$ cat config.mk
export PLATFORM = sky130hd
export DESIGN_NAME = modular_exponentiation_top
export DESIGN_NICKNAME = d
export VERILOG_FILES = /design/src/hdl/mexp_pkg.sv /design/src/hdl/mexp_modmul.sv /design/src/hdl/modular_exponentiation_top.sv
export SDC_FILE = /design/constraint.sdc
export NUM_CORES = 1
export LEC_CHECK = 0
export ABC_CLOCK_PERIOD_IN_PS = 16250
export BUFFER_PORTS_ARGS = -buffer_cell sky130_fd_sc_hd__buf_2
export CORE_ASPECT_RATIO = 1.75
export CORE_MARGIN = 4
export CORE_UTILIZATION = 50
export CTS_BUF_LIST = sky130_fd_sc_hd__clkbuf_4
export DETAILED_ROUTE_END_ITERATION = 10
export GPL_ROUTABILITY_DRIVEN = 0
export HOLD_SLACK_MARGIN = 0.03
export PLACE_DENSITY = 0.68
export RECOVER_POWER = 25
export SYNTH_ARGS = -nofsm -noshare
export SYNTH_HDL_FRONTEND = slang
export SYNTH_SLANG_ARGS = --single-unit
$ cat constraint.sdc
create_clock -name clk_i -period 16.25 [get_ports clk_i]
set_input_delay 3.25 -clock clk_i [delete_from_list [all_inputs] [get_ports clk_i]]
set_output_delay 3.25 -clock clk_i [all_outputs]
set_load 0.02 [all_outputs]
$ cat src/hdl/mexp_pkg.sv
package mexp_pkg;

  localparam int unsigned EXP_BITS_DEF = 32;
  localparam int unsigned MOD_BITS_DEF = 30;
  localparam logic [63:0] MODULUS_RESET = 64'd1000000007;

  typedef enum logic [2:0] {
    ST_IDLE,
    ST_RED,
    ST_MUL,
    ST_SQR,
    ST_FIN
  } state_e;

endpackage

$ cat src/hdl/mexp_modmul.sv
module mexp_modmul #(
  parameter int unsigned MOD_BITS = mexp_pkg::MOD_BITS_DEF
) (
  input  logic                clk_i,
  input  logic                rst_ni,
  input  logic                start_i,
  input  logic [MOD_BITS-1:0] x_i,
  input  logic [MOD_BITS-1:0] y_i,
  input  logic [MOD_BITS-1:0] m_i,
  output logic                done_o,
  output logic [MOD_BITS-1:0] res_o
);
  import mexp_pkg::*;

  localparam int unsigned W  = MOD_BITS + 2;
  localparam int unsigned CW = $clog2(MOD_BITS + 1);

  logic [CW-1:0]       cnt_q, cnt_d;
  logic                done_q, done_d;
  logic [W-1:0]        r_q, r_d;
  logic [MOD_BITS-1:0] x_q, x_d;
  logic [MOD_BITS-1:0] y_q, y_d;
  logic [W-1:0]        m_ext, t0, t1, t2;

  assign m_ext = {2'b00, m_i};

  // Interleaved multiply: r = 2r + y_bit*x, then bring back below m.
  always_comb begin
    t0 = {r_q[W-2:0], 1'b0} + (y_q[MOD_BITS-1] ? {2'b00, x_q} : '0);
    t1 = (t0 >= m_ext) ? t0 - m_ext : t0;
    t2 = (t1 >= m_ext) ? t1 - m_ext : t1;
  end

  always_comb begin
    cnt_d  = cnt_q;
    r_d    = r_q;
    x_d    = x_q;
    y_d    = y_q;
    done_d = 1'b0;
    if (start_i) begin
      cnt_d = CW'(MOD_BITS);
      r_d   = '0;
      x_d   = x_i;
      y_d   = y_i;
    end else if (cnt_q != '0) begin
      cnt_d  = cnt_q - 1'b1;
      r_d    = t2;
      y_d    = {y_q[MOD_BITS-2:0], 1'b0};
      done_d = (cnt_q == CW'(1));
    end
  end

  always_ff @(posedge clk_i or negedge rst_ni) begin
    if (!rst_ni) begin
      cnt_q  <= '0;
      done_q <= 1'b0;
    end else begin
      cnt_q  <= cnt_d;
      done_q <= done_d;
    end
  end

  always_ff @(posedge clk_i) begin
    r_q <= r_d;
    x_q <= x_d;
    y_q <= y_d;
  end

  assign done_o = done_q;
  assign res_o  = r_q[MOD_BITS-1:0];

endmodule

$ cat src/hdl/modular_exponentiation_top.sv
// Right-to-left square-and-multiply modular exponentiation on one shared modmul unit.
// Each transaction runs K = L + P modmuls (L = bit length of exponent, P = its set bits,
// K = 1 for a zero exponent); a zero modulus runs none, and an all-ones exponent is the
// worst case.
// One transaction in flight; the next is accepted the cycle after the result is registered.
// Reset (asynchronous, active low) idles the block and sets modulus to 1000000007.
module modular_exponentiation_top #(
  parameter int unsigned EXP_BITS = mexp_pkg::EXP_BITS_DEF,
  parameter int unsigned MOD_BITS = mexp_pkg::MOD_BITS_DEF
) (
  input  logic                clk_i,
  input  logic                rst_ni,
  input  logic                cfg_we_i,
  input  logic [MOD_BITS-1:0] cfg_wdata_i,
  input  logic                in_valid_i,
  output logic                in_ready_o,
  input  logic [MOD_BITS-1:0] base_i,
  input  logic [EXP_BITS-1:0] exponent_i,
  output logic                out_valid_o,
  input  logic                out_ready_i,
  output logic [MOD_BITS-1:0] power_o
);
  import mexp_pkg::*;

  state_e              state_q, state_d;
  logic [MOD_BITS-1:0] modulus_q;
  logic [MOD_BITS-1:0] acc_q, acc_d;
  logic [MOD_BITS-1:0] sq_q, sq_d;
  logic [EXP_BITS-1:0] e_q, e_d;
  logic [MOD_BITS-1:0] power_q, power_d;
  logic                out_valid_q, out_valid_d;
  logic [MOD_BITS-1:0] one_v;
  logic [EXP_BITS-1:0] e_shr;

  logic                mm_start, mm_done;
  logic [MOD_BITS-1:0] mm_x, mm_y, mm_res;

  mexp_modmul #(
    .MOD_BITS (MOD_BITS)
  ) u_modmul (
    .clk_i   (clk_i),
    .rst_ni  (rst_ni),
    .start_i (mm_start),
    .x_i     (mm_x),
    .y_i     (mm_y),
    .m_i     (modulus_q),
    .done_o  (mm_done),
    .res_o   (mm_res)
  );

  // 1 mod m: zero when the modulus is one
  assign one_v = {{(MOD_BITS-1){1'b0}}, (modulus_q != MOD_BITS'(1))};
  assign e_shr = e_q >> 1;

  assign in_ready_o = (state_q == ST_IDLE);

  always_comb begin
    state_d     = state_q;
    acc_d       = acc_q;
    sq_d        = sq_q;
    e_d         = e_q;
    power_d     = power_q;
    out_valid_d = out_valid_q;
    mm_start    = 1'b0;
    mm_x        = acc_q;
    mm_y        = sq_q;

    if (out_valid_q && out_ready_i) begin
      out_valid_d = 1'b0;
    end

    case (state_q)
      ST_IDLE: begin
        if (in_valid_i) begin
          e_d = exponent_i;
          if (modulus_q == '0) begin
            acc_d   = '0;
            state_d = ST_FIN;
          end else begin
            acc_d    = one_v;
            mm_start = 1'b1;
            mm_x     = one_v;
            mm_y     = base_i;
            state_d  = ST_RED;
          end
        end
      end
      ST_RED: begin
        if (mm_done) begin
          sq_d = mm_res;
          if (e_q == '0) begin
            state_d = ST_FIN;
          end else if (e_q[0]) begin
            mm_start = 1'b1;
            mm_x     = acc_q;
            mm_y     = mm_res;
            state_d  = ST_MUL;
          end else begin
            mm_start = 1'b1;
            mm_x     = mm_res;
            mm_y     = mm_res;
            state_d  = ST_SQR;
          end
        end
      end
      ST_MUL: begin
        if (mm_done) begin
          acc_d = mm_res;
          // skip the last square once no higher bits remain
          if (e_shr == '0) begin
            state_d = ST_FIN;
          end else begin
            mm_start = 1'b1;
            mm_x     = sq_q;
            mm_y     = sq_q;
            state_d  = ST_SQR;
          end
        end
      end
      ST_SQR: begin
        if (mm_done) begin
          sq_d = mm_res;
          e_d  = e_shr;
          if (e_shr == '0) begin
            state_d = ST_FIN;
          end else if (e_shr[0]) begin
            mm_start = 1'b1;
            mm_x     = acc_q;
            mm_y     = mm_res;
            state_d  = ST_MUL;
          end else begin
            mm_start = 1'b1;
            mm_x     = mm_res;
            mm_y     = mm_res;
            state_d  = ST_SQR;
          end
        end
      end
      ST_FIN: begin
        // hold until the result register is free
        if (!out_valid_q || out_ready_i) begin
          power_d     = acc_q;
          out_valid_d = 1'b1;
          state_d     = ST_IDLE;
        end
      end
      default: begin
        state_d = ST_IDLE;
      end
    endcase
  end

  always_ff @(posedge clk_i or negedge rst_ni) begin
    if (!rst_ni) begin
      state_q     <= ST_IDLE;
      out_valid_q <= 1'b0;
      modulus_q   <= MODULUS_RESET[MOD_BITS-1:0];
    end else begin
      state_q     <= state_d;
      out_valid_q <= out_valid_d;
      if (cfg_we_i) begin
        modulus_q <= cfg_wdata_i;
      end
    end
  end

  always_ff @(posedge clk_i) begin
    acc_q   <= acc_d;
    sq_q    <= sq_d;
    e_q     <= e_d;
    power_q <= power_d;
  end

  assign out_valid_o = out_valid_q;
  assign power_o     = power_q;

endmodule

==> results of run 1 <==
## critical path: cells and delay by family (launching register included)
kind	cells	cell delay, ns
xor+xnor	1	0.26
fa+ha+maj	5	1.55
simple gates	8	2.21
mux	1	0.16
flops	1	0.83
buf+inv	5	0.84
compound gates	15	3.83
## sequential cells by signal, summed over array words and instances, names as in the netlist
register and cells:
modulus_q 30, e_q 32, u_modmul.x_q 30, sq_q 30
out_valid_o 1, u_modmul.y_q 30, u_modmul.cnt_q 5, u_modmul.r_q 31
acc_q 30, u_modmul.done_o 1, state_q 3, power_o 30
## synthesized netlist by cell type (all sizes together), types with 8 or more instances
library cell	instances	area share
dfstp	16	0.026
a22oi	31	0.015
xnor2	50	0.027
mux2	57	0.042
ha	92	0.072
nand3	20	0.0062
a31oi	11	0.0043
and2	64	0.025
edfxtp	182	0.34
nor2	102	0.024
o21a	13	0.0061
dfrtp	24	0.037
o211ai	9	0.0042
clkbuf	61	0.014
buf	25	0.0084
nor3	34	0.011
a21o	38	0.018
nor2b	10	0.0039
and4	8	0.0045
xor2	26	0.015
nand2	145	0.034
nor4	27	0.011
dfxtp	31	0.039
a211oi	31	0.015
mux2i	8	0.0050
a222oi	28	0.017
nand4	30	0.012
inv	64	0.015
nand2b	19	0.0074
a21oi	140	0.044
o21bai	16	0.0075
o21ai	139	0.044
and3	9	0.0035
## placed cells by master (no fill, tap or decap), types with 11 or more instances in the layout
cell / count
a211oi_1: 30
a21o_1: 38
a21oi_1: 140
a222oi_1: 28
a22oi_1: 31
a31oi_1: 11
and2_0: 13
and2_1: 50
buf_2: 127
buf_4: 18
clkbuf_4: 79
clkinv_1: 19
dfrtp_1: 24
dfstp_2: 16
dfxtp_1: 31
edfxtp_1: 182
ha_1: 92
inv_1: 62
mux2_2: 41
nand2_1: 145
nand2b_1: 19
nand3_1: 20
nand4_1: 30
nor2_1: 100
nor3_1: 33
nor4_1: 27
o21a_1: 13
o21ai_0: 134
o21bai_1: 16
xnor2_1: 50
xor2_1: 25
## per-layer routing
layer  track usage  vias to the layer above  share of wire  routed length [µm]
met5             0                        -              0                   0
met4         0.122                        0          0.050                2250
met3        0.0306                      126          0.051                2300
met2         0.441                      532           0.51               23000
met1         0.299                     6453           0.38               17100
li1              -                     6430              -                   -
## cell families after synthesis
logic type / count (synthesis) / synth area share
flops: 253 / 0.443
fa+ha+maj: 95 / 0.0755
buf+inv: 150 / 0.0378
compound gates: 511 / 0.205
xor+xnor: 76 / 0.0420
simple gates: 485 / 0.149
mux: 65 / 0.0471
## metrics by stage
step,area [µm²],setup slack (ns),hold WS (ns)
final,17700,6.40,0.443
after global placement,17000,6.90,0.430
after CTS,17700,6.52,0.446
after detailed placement,17000,6.55,0.434
after global routing,17700,5.64,0.459
after floorplan,16000,8.96,0.407
## final cells by class
type / count / area [µm²]
fillers: 2890 / 13900
multi-input cells: 1232 / 8340
flip-flops and latches: 253 / 7110
repair buffers: 148 / 782
clock buffers: 79 / 593
well taps: 396 / 495
inverters: 64 / 240
clock inverters: 22 / 90.1
diodes: 1 / 2.50
## worst paths after layout
| path | from | endpoint | slack, ns | cells after the start |
|---|---|---|---|---|
| worst max-delay path | u_modmul.y_q[29] | u_modmul.r_q[2] | 6.40 | 35 |
| worst min-delay path | acc_q[7] | power_o[7] | 0.44 | 0 |
| worst max register to register | u_modmul.y_q[29] | u_modmul.r_q[2] | 6.40 | 35 |
| worst min register to register | acc_q[7] | power_o[7] | 0.44 | 0 |
| max in group asynchronous | rst_ni | modulus_q[7] | 13.03 | 1 |
| min in group asynchronous | rst_ni | out_valid_o | 2.62 | 1 |
==> flow_summary.json, run 1 <==
{
  "status": "finished with violations",
  "violations": "capacitance limit, slew limit",
  "nNetsFinal": 1948,
  "totalNegativeSetupSlack_ns": 0,
  "clkSlewWorstSetupHoldPaths_ns": 0.08,
  "drive_gt1_frac": 0.176,
  "timing.critical_path.required_ns": 16.81,
  "layout_min_cycle_time_ns": 9.85,
  "synth.cell_area_mm2": 0.0160,
  "crit_fanout": 30,
  "synth_edf_count": 182,
  "synth.lib_cells_used.distinct": 82,
  "cts_tree": "done",
  "core_mm2": 0.0315,
  "mappedNetlistNets": 1827,
  "hold_path_class": "flop to flop",
  "dp_hpwl_um": 33600,
  "initial_core_utilization": 0.509,
  "placed_cells_incl_taps": 2093,
  "finish.utilization": 0.560,
  "fin_cells": 2195,
  "fmax_mhz": 102,
  "synthesis.instances": 1635,
  "antenna_violations_before_repair": 1,
  "max_cap_violations": 1,
  "grt_first_pass_wirelength_um": 70600,
  "clk-insertion-delay-late_ns": 0.75,
  "clk_path_buf_depth": 3,
  "tightest_slew_ns": 1.94,
  "unrepaired_setup_endpoints_after_global_routing": "false",
  "cpMaxStageDelayCell": "edfxtp_1",
  "cts_hold_buffers": 0,
  "drt_pass1_iterations": 6,
  "cts_num_sinks": 253,
  "top_level_ports": 129,
  "worst_setup_path_type": "flop to flop",
  "detail_route.drc_violations": 0,
  "post_cts_resized": 0,
  "core.rowCount": 86,
  "setup_viol": 0,
  "post_cts.repair.setup_buffers": 0,
  "syn_avg_cell_area_um2": 9.81,
  "num_vias": 13541,
  "numCtsBuffers": 57,
  "cts_h_tree_depth": 2,
  "ys_seq_area_frac": 0.443,
  "globalRouteTotalUtil": 0.251,
  "final-hold-violation-count": 0,
  "grt_overflow": 0,
  "die_height_um": 245,
  "area_growth_syn_to_layout_pct": 10.1,
  "postSynthRegisterBits": 253,
  "dr.first_iter.drc_count": 1276,
  "synth_warnings": 0,
  "critical_path_arrival_ns": 10.41,
  "largest_net_degree_at_the_start_of_global_routing": 63,
  "final_antenna_net_count": 0,
  "timing.final.crit_share": 0.606,
  "timing.slew.headroom": -0.294,
  "worst_setup_path_start_kind": "flop",
  "synth-async-reset-ratio": 0.158,
  "crit_path_end_kind": "flop",
  "portBuffers": 128,
  "skew_ns": 0.0506,
  "drv_slew": 32,
  "cp_dominant_cell_by_count": "a21o_1",
  "die_area_mm2": 0.0351,
  "grt_pass1_vias": 13614,
  "cp_slowest_stage_delay_ns": 0.83,
  "synth-main-ff-cell": "edfxtp_1",
  "floorplan.die.width_um": 143,
  "drt_wl_total_um": 44700,
  "drt-vias-per-instance": 6.17,
  "wl_per_cell_um": 20.4,
  "root_buffer": "clkbuf_4"
}
Power of run 1 is not shown: default switching activity piles up to over one toggle a cycle in this logic, so the estimate is an artifact.
==> run 2, diff against run 1 <==
--- a/config.mk
+++ b/config.mk
@@ -5,7 +5,7 @@
 export SDC_FILE = /design/constraint.sdc
 export NUM_CORES = 1
 export LEC_CHECK = 0
-export ABC_CLOCK_PERIOD_IN_PS = 16250
+export ABC_CLOCK_PERIOD_IN_PS = 10200
 export BUFFER_PORTS_ARGS = -buffer_cell sky130_fd_sc_hd__buf_2
 export CORE_ASPECT_RATIO = 1.75
 export CORE_MARGIN = 4
==> constraint.sdc (replaced) <==
create_clock -name clk_i -period 10.2 [get_ports clk_i]
set_input_delay 2.04 -clock clk_i [delete_from_list [all_inputs] [get_ports clk_i]]
set_output_delay 2.04 -clock clk_i [all_outputs]
set_load 0.02 [all_outputs]
==> flow_summary.json, run 2 (synthesized netlist as in run 1, its figures left out) <==
{
  "grt_pass1_vias": 13504,
  "tightest_slew_ns": 2.12,
  "portBuffers": 128,
  "holdWs_ns": 0.431,
  "clk-insertion-delay-late_ns": 0.73,
  "final_antenna_net_count": 0,
  "regMostFlops": "e_q",
  "drt_pass1_iterations": 8,
  "detailed_place.area_mm2": 0.0170,
  "timing.final.crit_share": 0.908,
  "wl_per_cell_um": 20.5,
  "hold_path_class": "flop to flop",
  "cts_h_tree_depth": 2,
  "final-hold-violation-count": 0,
  "drive_gt1_frac": 0.182,
  "crit_fanout": 30,
  "dp_hpwl_um": 34100,
  "grt_overflow": 0,
  "largest_registers": "e_q x32, u_modmul.r_q x31",
  "clk_path_buf_depth": 3,
  "setup_viol": 0,
  "timing.slew.headroom": -0.410,
  "violations": "capacitance limit, slew limit",
  "core.rowCount": 86,
  "most-common-layout-cells": "182 x edfxtp_1, 145 x nand2_1, 140 x a21oi_1",
  "fmax_mhz": 108,
  "max_cap_violations": 3,
  "worst_setup_path_start_kind": "flop",
  "postLayoutSetupSlackWorst_ns": 0.941,
  "nNetsFinal": 1952,
  "critical_path_arrival_ns": 9.85,
  "cpMaxStageDelayCell": "edfxtp_1",
  "detail_route.drc_violations": 0,
  "top_level_ports": 129,
  "cts_tree": "done",
  "core_mm2": 0.0315,
  "drt_wl_total_um": 45100,
  "floorplan.die.width_um": 143,
  "drv_slew": 107,
  "layout_min_cycle_time_ns": 9.26,
  "die_area_mm2": 0.0351,
  "skew_ns": 0.0508,
  "number_of_flip_flops_under_the_largest_register_name": 32,
  "clkSlewWorstSetupHoldPaths_ns": 0.08,
  "pre_cts_ws_ns": 0.794,
  "cp_slowest_stage_delay_ns": 0.81,
  "grt_first_pass_wirelength_um": 71100,
  "num_vias": 13460,
  "globalRouteTotalUtil": 0.253,
  "totalNegativeSetupSlack_ns": 0,
  "most_common_library_cell_in_the_layout_ignoring_fill_and_taps": "edfxtp_1",
  "cts_num_sinks": 253,
  "numCtsBuffers": 58,
  "unrepaired_setup_endpoints_after_global_routing": "false",
  "largest_net_degree_at_the_start_of_global_routing": 64,
  "drt-vias-per-instance": 6.12,
  "final_design_area_no_fill_mm2": 0.0177,
  "die_height_um": 245,
  "area_growth_syn_to_layout_pct": 10.6,
  "root_buffer": "clkbuf_4",
  "cts_hold_buffers": 0,
  "cp_dominant_cell_by_count": "o21ai_0",
  "crit_path_end_kind": "flop",
  "status": "finished with violations",
  "initial_core_utilization": 0.509,
  "timing.critical_path.required_ns": 10.79,
  "worst_setup_path_type": "flop to flop",
  "antenna_violations_before_repair": 1,
  "dr.first_iter.drc_count": 1058
}
run 2: cell types whose count changed in the layout (fill, tap and decap cells not counted), sizes merged:
cell      change
clkinvlp      +2
clkbuf        +6
buf           +2
bufinv        +1
clkinv        -6
run 2: layer usage:
metal / GRT usage / part of all wire
met1: 0.293 / 0.37
met2: 0.454 / 0.52
met3: 0.0324 / 0.059
met4: 0.122 / 0.050
met5: 0 / 0
run 2: per-stage QoR:
stage                     cells   util
after floorplan            1635      -
after global placement     2096  0.539
after detailed placement   2096  0.539
after CTS                  2199  0.563
after global routing       2200  0.563
final                      2200  0.563
run 2: worst paths after layout:
check / from / endpoint / slack (ns) / cells after the start
max reg2reg: u_modmul.y_q[29] / u_modmul.r_q[29] / 0.94 / 31
max in group asynchronous: rst_ni / modulus_q[22] / 7.05 / 1
min reg2reg: acc_q[2] / power_o[2] / 0.43 / 0
min in group asynchronous: rst_ni / u_modmul.cnt_q[3] / 1.92 / 1
max: u_modmul.y_q[29] / u_modmul.r_q[29] / 0.94 / 31
min: acc_q[2] / power_o[2] / 0.43 / 0
run 2: worst max-delay path, delay by kind of cell, from the launching register on:
kind / cells / cell delay [ns]
xor gates and xnor gates: 1 / 0.26
buffers and inverters: 2 / 0.37
AOI/OAI and AO/OA: 16 / 4.35
adders and majority gates: 4 / 1.33
DFF: 1 / 0.81
and+or+nand+nor: 6 / 1.44
muxes: 2 / 0.58
run 2: repair_timing:
action / CTS / global route
setup buffers: 0 / 0
endpoints found under the setup margin: 0 / 6
hold endpoints to repair: 0 / 0
gates resized for setup: 0 / 1
run 2: final cells by class:
| class | instances | area (µm²) |
|---|---|---|
| Antenna cell | 1 | 2.50 |
| Clock buffer | 84 | 631 |
| Clock inverter | 19 | 119 |
| Fill cell | 2880 | 13800 |
| Inverter | 64 | 240 |
| Multi-Input combinational cell | 1232 | 8340 |
| Sequential cell | 253 | 7110 |
| Tap cell | 396 | 495 |
| Timing Repair Buffer | 151 | 801 |
Power of run 2 is left out for the same reason.
==> run 3, diff against run 2 <==
--- a/config.mk
+++ b/config.mk
@@ -6,15 +6,14 @@
 export NUM_CORES = 1
 export LEC_CHECK = 0
 export ABC_CLOCK_PERIOD_IN_PS = 10200
-export BUFFER_PORTS_ARGS = -buffer_cell sky130_fd_sc_hd__buf_2
 export CORE_ASPECT_RATIO = 1.75
 export CORE_MARGIN = 4
-export CORE_UTILIZATION = 50
+export CORE_UTILIZATION = 45
 export CTS_BUF_LIST = sky130_fd_sc_hd__clkbuf_4
 export DETAILED_ROUTE_END_ITERATION = 10
+export DONT_BUFFER_PORTS = 1
 export GPL_ROUTABILITY_DRIVEN = 0
 export HOLD_SLACK_MARGIN = 0.03
-export PLACE_DENSITY = 0.68
 export RECOVER_POWER = 25
 export SYNTH_ARGS = -nofsm -noshare
 export SYNTH_HDL_FRONTEND = slang
==> flow_summary.json, run 3 (synthesized netlist as in run 1, its figures left out) <==
{
  "core_mm2": 0.0352,
  "grt_pass1_vias": 13159,
  "core.rowCount": 91,
  "drt_wl_total_um": 46700,
  "most-common-layout-cells": "182 x edfxtp_1, 145 x nand2_1, 140 x a21oi_1",
  "detailed_place.area_mm2": 0.0165,
  "detail_route.drc_violations": 0,
  "die_height_um": 258,
  "die_area_mm2": 0.0388,
  "post_cts.repair.setup_buffers": 0,
  "drt-vias-per-instance": 6.02,
  "holdWs_ns": 0.440,
  "tightest_slew_ns": 1.19,
  "worst_setup_path_type": "flop to flop",
  "layout_min_cycle_time_ns": 9.37,
  "final_design_area_no_fill_mm2": 0.0172,
  "top_level_ports": 129,
  "final-hold-violation-count": 0,
  "clkSlewWorstSetupHoldPaths_ns": 0.08,
  "timing.rr.end": "u_modmul.r_q[18]",
  "cts_hold_buffers": 0,
  "timing.reg2reg.setup_slack_ns": 0.83,
  "hold_path_depth": 0,
  "cpMaxStageDelayCell": "edfxtp_1",
  "globalRouteTotalUtil": 0.236,
  "cp_dominant_cell_by_count": "a21o_1",
  "setup_viol": 0,
  "cts_h_tree_depth": 2,
  "rr_worst_depth": 34,
  "timing.final.crit_share": 0.919,
  "wl_per_cell_um": 21.8,
  "crit_path_end_kind": "flop",
  "area_growth_syn_to_layout_pct": 7.48,
  "most_common_library_cell_in_the_layout_ignoring_fill_and_taps": "edfxtp_1",
  "status": "complete, no violations",
  "cts_num_sinks": 253,
  "largest_net_degree_at_the_start_of_global_routing": 79,
  "r2r-start": "u_modmul.y_q[29]",
  "fmax_mhz": 107,
  "timing.critical_path.from": "u_modmul.y_q[29]",
  "antenna_violations_before_repair": 1,
  "drive_gt1_frac": 0.121,
  "largest_registers": "e_q x32, u_modmul.r_q x31",
  "clk_path_buf_depth": 3,
  "num_vias": 12933,
  "min-delay-start": "acc_q[21]",
  "regMostFlops": "e_q",
  "clk-insertion-delay-late_ns": 0.73,
  "timing.slew.headroom": 0.204,
  "timing.critical_path.required_ns": 10.82,
  "dr.first_iter.drc_count": 892,
  "skew_ns": 0.0445,
  "critical_path_arrival_ns": 9.99,
  "totalNegativeSetupSlack_ns": 0,
  "initial_core_utilization": 0.456,
  "drv_slew": 0,
  "nNetsFinal": 1827,
  "grt_overflow": 0,
  "num-fill-cells": 3351,
  "cp_slowest_stage_delay_ns": 0.86,
  "max_cap_violations": 0,
  "numCtsBuffers": 59,
  "root_buffer": "clkbuf_4",
  "floorplan.die.width_um": 151,
  "drt_pass1_iterations": 8,
  "worst_setup_path_start_kind": "flop",
  "cts_tree": "done",
  "dp_hpwl_um": 35400,
  "min_to": "power_o[21]",
  "number_of_flip_flops_under_the_largest_register_name": 32,
  "crit_fanout": 30,
  "final_antenna_net_count": 0,
  "hold_path_class": "flop to flop",
  "unrepaired_setup_endpoints_after_global_routing": "false",
  "post_cts_resized": 0,
  "portBuffers": 0,
  "grt_first_pass_wirelength_um": 72100
}
run 3: changes by cell type in the layout (fill, tap and decap cells not counted), sizes merged:
cell	delta
clkinvlp	-3
clkinv	+9
buf	-122
clkbuf	-7
bufinv	+1
run 3: worst max path at each step:
stage / to / slack, ns / cells past startpoint
after floorplan: u_modmul.r_q[20] / 2.91 / 37
after global placement: u_modmul.r_q[7] / 1.31 / 34
after detailed placement: u_modmul.r_q[18] / 0.96 / 34
after CTS: u_modmul.r_q[20] / 0.96 / 34
after global routing: u_modmul.r_q[2] / 0.36 / 30
final: u_modmul.r_q[18] / 0.83 / 34
run 3: final cells by class:
cell class | count | area, µm² | area share
multi-input cells | 1232 | 8340 | 0.484
flip-flops and latches | 253 | 7110 | 0.412
clock buffers | 81 | 608 | 0.0353
well taps | 465 | 582 | 0.0338
inverters | 64 | 241 | 0.0140
repair buffers | 25 | 188 | 0.0109
clock inverters | 26 | 163 | 0.00944
diodes | 1 | 2.50 | 0.000145
run 3: per-stage QoR:
stage               cells   util  setup WS [ns]
floorplan            1635      -           2.91
finish               2147  0.490          0.829
CTS                  2146  0.490          0.964
global placement     2039  0.468           1.31
detailed placement   2039  0.468          0.959
global route         2147  0.490          0.364
run 3: per-layer routing:
layer	global-route usage	up-vias	wire length (µm)
li1	-	6193	-
met1	0.277	6179	18200
met2	0.420	433	24000
met3	0.0313	128	2190
met4	0.113	0	2370
met5	0	-	0
run 3: worst max-delay path: cells and delay by family (launching register included):
family | cells | cell delay (ns)
muxes | 1 | 0.21
AOI/OAI and AO/OA | 15 | 3.82
xor gates and xnor gates | 1 | 0.30
adders and majority gates | 5 | 1.51
buffers and inverters | 4 | 0.51
and+or+nand+nor | 8 | 2.03
DFF | 1 | 0.86
Power of run 3 is left out for the same reason.
